==> config.mk <==
export PLATFORM = sky130hd
export DESIGN_NAME = srps_ctrl
export DESIGN_NICKNAME = d
export VERILOG_FILES = /design/src/hdl/srps_pkg.sv /design/src/hdl/srps_ctrl.sv
export SDC_FILE = /design/constraint.sdc
export NUM_CORES = 1
export LEC_CHECK = 0
export BUFFER_PORTS_ARGS = -buffer_cell sky130_fd_sc_hd__buf_2
export CORE_MARGIN = 2
export CORE_UTILIZATION = 45
export CTS_CLUSTER_SIZE = 20
export DETAILED_ROUTE_END_ITERATION = 10
export GPL_ROUTABILITY_DRIVEN = 0
export GPL_TIMING_DRIVEN = 0
export PLACE_DENSITY_LB_ADDON = 0.1
export SYNTH_ARGS = -nofsm -noshare
export SYNTH_HDL_FRONTEND = slang
export SYNTH_SLANG_ARGS = --single-unit
==> constraint.sdc <==
create_clock -name clock -period 4.27 [get_ports clock]
set_clock_uncertainty 0.2 [all_clocks]
set_input_delay 0 -clock clock [delete_from_list [all_inputs] [get_ports clock]]
set_output_delay 0 -clock clock [all_outputs]
set_load 0.01 [all_outputs]
==> src/hdl/srps_pkg.sv <==
// shared types and constants for the sparse random projection signature block
package srps_pkg;

   localparam int NUM_PROJECTIONS = 32;
   localparam int PROJ_IDX_WIDTH  = $clog2(NUM_PROJECTIONS);
   localparam int COUNT_WIDTH     = 6;
   localparam int SIG_WIDTH       = 32;
   localparam int WORD_WIDTH      = 32;
   localparam int VALUE_WIDTH     = 16;
   localparam int PROD_WIDTH      = WORD_WIDTH + VALUE_WIDTH;
   localparam int ACC_WIDTH       = 64;
   localparam int CSR_INDEX_WIDTH = 1;
   localparam int CSR_DATA_WIDTH  = 32;

   localparam logic [WORD_WIDTH-1:0] MIX1_MUL   = 32'h045d_9f3b;
   localparam logic [WORD_WIDTH-1:0] MIX2_MUL   = 32'h27d4_eb2d;
   localparam logic [WORD_WIDTH-1:0] MIX2_XOR   = 32'd61;
   localparam int                    SHIFT_HI   = 16;
   localparam int                    SHIFT_MIX2 = 15;

   localparam logic [COUNT_WIDTH-1:0] COUNT_RESET = 6'd32;

   localparam logic [CSR_INDEX_WIDTH-1:0] CSR_PROJECTION_COUNT = 1'b0;
   localparam logic [CSR_INDEX_WIDTH-1:0] CSR_HASH_OFFSET      = 1'b1;

   // controller to datapath
   typedef struct packed {
      logic                      load;
      logic                      issue_base;
      logic                      issue_proj;
      logic [PROJ_IDX_WIDTH-1:0] proj_idx;
      logic                      emit;
   } cmd_type;

   // datapath to controller
   typedef struct packed {
      logic                   busy;
      logic [COUNT_WIDTH-1:0] active_count;
   } status_type;

endpackage

==> src/hdl/srps_ctrl.sv <==
// controller: sequences base hash, projection issue, drain and signature transfer
module srps_ctrl (
   input  logic               clock,
   input  logic               reset,
   input  logic               req_valid,
   output logic               req_ready,
   input  logic               req_entry_present,
   input  logic               req_row_last,
   output logic               rsp_valid,
   input  logic               rsp_ready,
   output srps_pkg::cmd_type  cmd,
   input  srps_pkg::status_type status
);
   import srps_pkg::*;

   typedef enum logic [5:0] {
      ST_IDLE      = 6'b000001,
      ST_BASE      = 6'b000010,
      ST_BASE_WAIT = 6'b000100,
      ST_PROJ      = 6'b001000,
      ST_DRAIN     = 6'b010000,
      ST_EMIT      = 6'b100000
   } state_type;

   state_type                 state_ff, state_in;
   logic [PROJ_IDX_WIDTH-1:0] idx_ff, idx_in;
   logic                      last_ff, last_in;
   logic                      rsp_valid_ff, rsp_valid_in;
   logic                      out_free;
   logic                      idx_final;

   assign req_ready = (state_ff == ST_IDLE);
   assign rsp_valid = rsp_valid_ff;
   assign out_free  = !rsp_valid_ff || rsp_ready;
   assign idx_final = ({1'b0, idx_ff} == COUNT_WIDTH'(status.active_count - 6'd1));

   always_comb begin
      state_in       = state_ff;
      idx_in         = idx_ff;
      last_in        = last_ff;
      cmd.load       = 1'b0;
      cmd.issue_base = 1'b0;
      cmd.issue_proj = 1'b0;
      cmd.proj_idx   = idx_ff;
      cmd.emit       = 1'b0;
      unique case (state_ff)
         ST_IDLE: begin
            if (req_valid) begin
               cmd.load = 1'b1;
               last_in  = req_row_last;
               if (req_entry_present && status.active_count != '0) begin
                  state_in = ST_BASE;
               end else if (req_row_last) begin
                  state_in = ST_EMIT;
               end
            end
         end
         ST_BASE: begin
            cmd.issue_base = 1'b1;
            state_in       = ST_BASE_WAIT;
         end
         ST_BASE_WAIT: begin
            if (!status.busy) begin
               idx_in   = '0;
               state_in = ST_PROJ;
            end
         end
         ST_PROJ: begin
            cmd.issue_proj = 1'b1;
            if (idx_final) begin
               state_in = ST_DRAIN;
            end else begin
               idx_in = idx_ff + 1'b1;
            end
         end
         ST_DRAIN: begin
            if (!status.busy) begin
               state_in = last_ff ? ST_EMIT : ST_IDLE;
            end
         end
         ST_EMIT: begin
            if (out_free) begin
               cmd.emit = 1'b1;
               state_in = ST_IDLE;
            end
         end
         default: begin
            state_in = ST_IDLE;
         end
      endcase
   end

   always_comb begin
      if (cmd.emit) begin
         rsp_valid_in = 1'b1;
      end else if (rsp_ready) begin
         rsp_valid_in = 1'b0;
      end else begin
         rsp_valid_in = rsp_valid_ff;
      end
   end

   always_ff @(posedge clock) begin
      if (reset) begin
         state_ff     <= ST_IDLE;
         idx_ff       <= '0;
         last_ff      <= 1'b0;
         rsp_valid_ff <= 1'b0;
      end else begin
         state_ff     <= state_in;
         idx_ff       <= idx_in;
         last_ff      <= last_in;
         rsp_valid_ff <= rsp_valid_in;
      end
   end

endmodule

==> impl_metrics.tcl <==
set metrics [dict create \
    areaGrowthSynthToFinish_pct 27.1 \
    path_buf_inv 1 \
    overflow 0 \
    final_util_pct 62.1 \
    synth_cell_type_count 42 \
    drc_errors 0 \
    worstMarginPinSlew_ns 0.432 \
    slowest_delay_ns 0.59 \
    avgSynthCellArea_sq_um 8.15 \
    register_area_sq_um 260 \
    antenna_found_initial 0 \
    fmax_ghz 0.388 \
    ant_nets 0 \
    clkSinkCount 13 \
    min_from "req_valid" \
    outcome "complete, no violations" \
    synth.most_common_cell "nor2_1" \
    arrival_ns 2.61 \
    r2r_end "state_ff[3]$_SDFFE_PP0P_" \
    synth_top_area_share_pct 26.6 \
    layout_min_cycle_time_ns 2.58 \
    die_width_um 50.6 \
    synth_edf_count 0 \
    worstPathCellList "nor4_2, nand3b_2, o2111ai_2, o21ai_2, a2111oi_2, dlygate4sd3_1" \
    num_antenna_cells 0 \
    syn_inst 120 \
    cts_root_buffer "clkbuf_4" \
    via_per_inst 5.40 \
    finalHoldViolCount 0 \
    end_kind "flip-flop" \
    worst_ir_drop_vdd_mv 0.175 \
    cts_made_buffers 3 \
    dpl_worst_slack_ns 2.23 \
    setup_viol 0 \
    period_share_pct 60.4 \
    rsz0062_at_grt "no" \
    cp.required_ns 4.30 \
    cp_slowest_cell "dlygate4sd3_1" \
    io_buffers 23 \
    dpl.hpwl_mm 1.72 \
    clock_path_buffers 2 \
    synth_seq_area_share_pct 26.6 \
    drive_gt1_share_pct 27.6 \
    crit_family "compound AO/OA/AOI/OAI gates" \
    hp-class "in2reg" \
    fin_tns_setup_ns 0 \
    synthFlopType "dfxtp_1" \
    cts_resized 0 \
    synthArstFlopShare_pct 0 \
    relSlewSlack_pct 71.0 \
    dr.pass1.iters 4 \
    die_h_um 50.6 \
    floorplan.initialDensity_pct 48.9 \
    path_clk_slew_ns 0.08 \
    finalWorstSetupSlack_ns 1.69 \
    num_rows 16 \
    reg2reg_slack_ns 1.69 \
    ys_top_cells_by_area "dfxtp_1 (27%), nor2_1 (5.4%), a21oi_1 (4.1%), nand3_1 (4.1%), ha_1 (3.8%)" \
    reg2regPathDepth 6 \
    cts_tree "done" \
    hold_end "state_ff[0]$_SDFFE_PP1P_" \
    synth_area_sq_um 978 \
    synth_top_area_cell "dfxtp_1" \
    grt_usage_pct 19.8 \
    maxSlewViolCount 0 \
    crit_fanout 6 \
    grt_max_degree 11 \
    yosys_warnings 0 \
    grt_pass1_vias 885 \
    io_pins 24 \
    nFillCells 194 \
    clkLatencyLatePin_ns 0.28 \
    dieArea_sq_um 2560 \
    multi_input_area_sq_um 676 \
    reg2reg_from "state_ff[3]$_SDFFE_PP0P_" \
    wirelength_mm 2.32 \
    synth_commonest_cells "nor2_1 (14), dfxtp_1 (13), a21oi_1 (8), nand3_1 (8)" \
    ys_ff_latch 13 \
    whs_path_depth 6 \
    cp-start-kind "flip-flop" \
    cap_violations 0 \
    core_area_sq_um 2000 \
    routed-via-count 988 \
    final_nets 173 \
    path_class "reg2reg" \
    ctsHtreeMaxLevel 1 \
    drt_iter0_drc 23 \
    powerDensity_nw_per_um2 267 \
    grt_pass1_wl_mm 3.93 \
    synth.net_count 136 \
    avgRoutedWirePerCell_um 12.7 \
    p_leak_nw 0.516 \
]
## worst min-delay path, delay by kind of cell
family,cells,cell delay (ns)
simple gates,2,0.30
compound gates,3,0.18
buf+inv,1,0.10
## cell type report
cell class / count / share of cell area, %
timing repair buffer: 32 / 16.5
buffer: 4 / 1.91
tap: 27 / 2.72
clock buffer: 4 / 2.11
sequential: 13 / 20.9
inverter: 5 / 1.51
multi-input combinational: 98 / 54.3
## cells by family after synthesis
group | count (synthesis) | share of synthesized area [%]
compound gates | 29 | 22.0
xor+xnor | 7 | 6.27
fa+ha+maj | 3 | 3.84
buf+inv | 9 | 4.35
flops | 13 | 26.6
mux | 2 | 2.05
simple gates | 57 | 34.9
## flip-flops by register name, summed over array words and instances, names as in the netlist
name       count
rsp_valid      1
state_ff       6
idx_ff         5
last_ff        1
## how the worst max path moves through the flow
stage	startpoint	to	slack, ns	depth (start not counted)
2_1_floorplan	state_ff[2]$_SDFFE_PP0P_	state_ff[4]$_SDFFE_PP0P_	2.31	6
3_3_place_gp	state_ff[2]$_SDFFE_PP0P_	state_ff[4]$_SDFFE_PP0P_	2.26	6
3_5_place_dp	state_ff[5]$_SDFFE_PP0P_	state_ff[4]$_SDFFE_PP0P_	2.23	6
4_1_cts	state_ff[3]$_SDFFE_PP0P_	state_ff[3]$_SDFFE_PP0P_	1.71	6
5_1_grt	state_ff[3]$_SDFFE_PP0P_	state_ff[3]$_SDFFE_PP0P_	1.52	6
6_report	state_ff[3]$_SDFFE_PP0P_	state_ff[3]$_SDFFE_PP0P_	1.69	6
## placed cells by master, fill, tap and decap left out, types with 3 or more instances in the layout
cell / netlist / layout
nand3b_1: 3 / 3
clkbuf_4: 0 / 3
xor2_1: 3 / 3
xnor2_1: 4 / 4
dfxtp_1: 13 / 13
dlygate4sd3_1: 0 / 9
nand2_1: 7 / 7
a31oi_1: 3 / 3
nor2_1: 14 / 14
nand3_1: 8 / 8
ha_1: 3 / 3
buf_2: 1 / 24
inv_1: 5 / 5
o21ai_0: 6 / 6
nor3_1: 7 / 7
a21oi_1: 8 / 8
nor4b_1: 3 / 3
## metrics by stage
| step | total power [W] | hold WS (ns) | instances | instance area (sq um) |
|---|---|---|---|---|
| after CTS | 0.000333 | 0.141 | 183 | 1240 |
| final | 0.000332 | 0.143 | 183 | 1240 |
| after global placement | 0.000246 | 0.0292 | 170 | 1130 |
| after global routing | 0.000353 | 0.173 | 183 | 1240 |
| after detailed placement | 0.000248 | 0.0315 | 170 | 1130 |
| after floorplan | 0.000217 | -0.131 | 120 | 978 |
## routing by layer
layer / global-route usage [%] / routed length [um] / vias up / part of all wire [%]
met5: 0 / 0 / - / 0
met4: 6.76 / 31 / 0 / 1.3
met3: 2.68 / 90 / 4 / 3.9
met2: 31.4 / 1020 / 26 / 44
met1: 27.6 / 1170 / 444 / 51
li1: - / - / 514 / -
## report_power, final
group	leakage [nW]	switching (W)	total (W)	internal, W
Combinational	0.396	0.0000551	0.000115	0.0000594
Sequential	0.105	0.0000121	0.000140	0.000128
Clock	0.0150	0.0000412	0.0000774	0.0000362
Total	0.516	0.000108	0.000332	0.000224
## repair_timing
action	in CTS	in global routing
setup endpoints to repair	0	0
buffers inserted	0	0
hold endpoints to repair	9	0
hold buffers	9	0
Power figures use the tool's default switching activity.
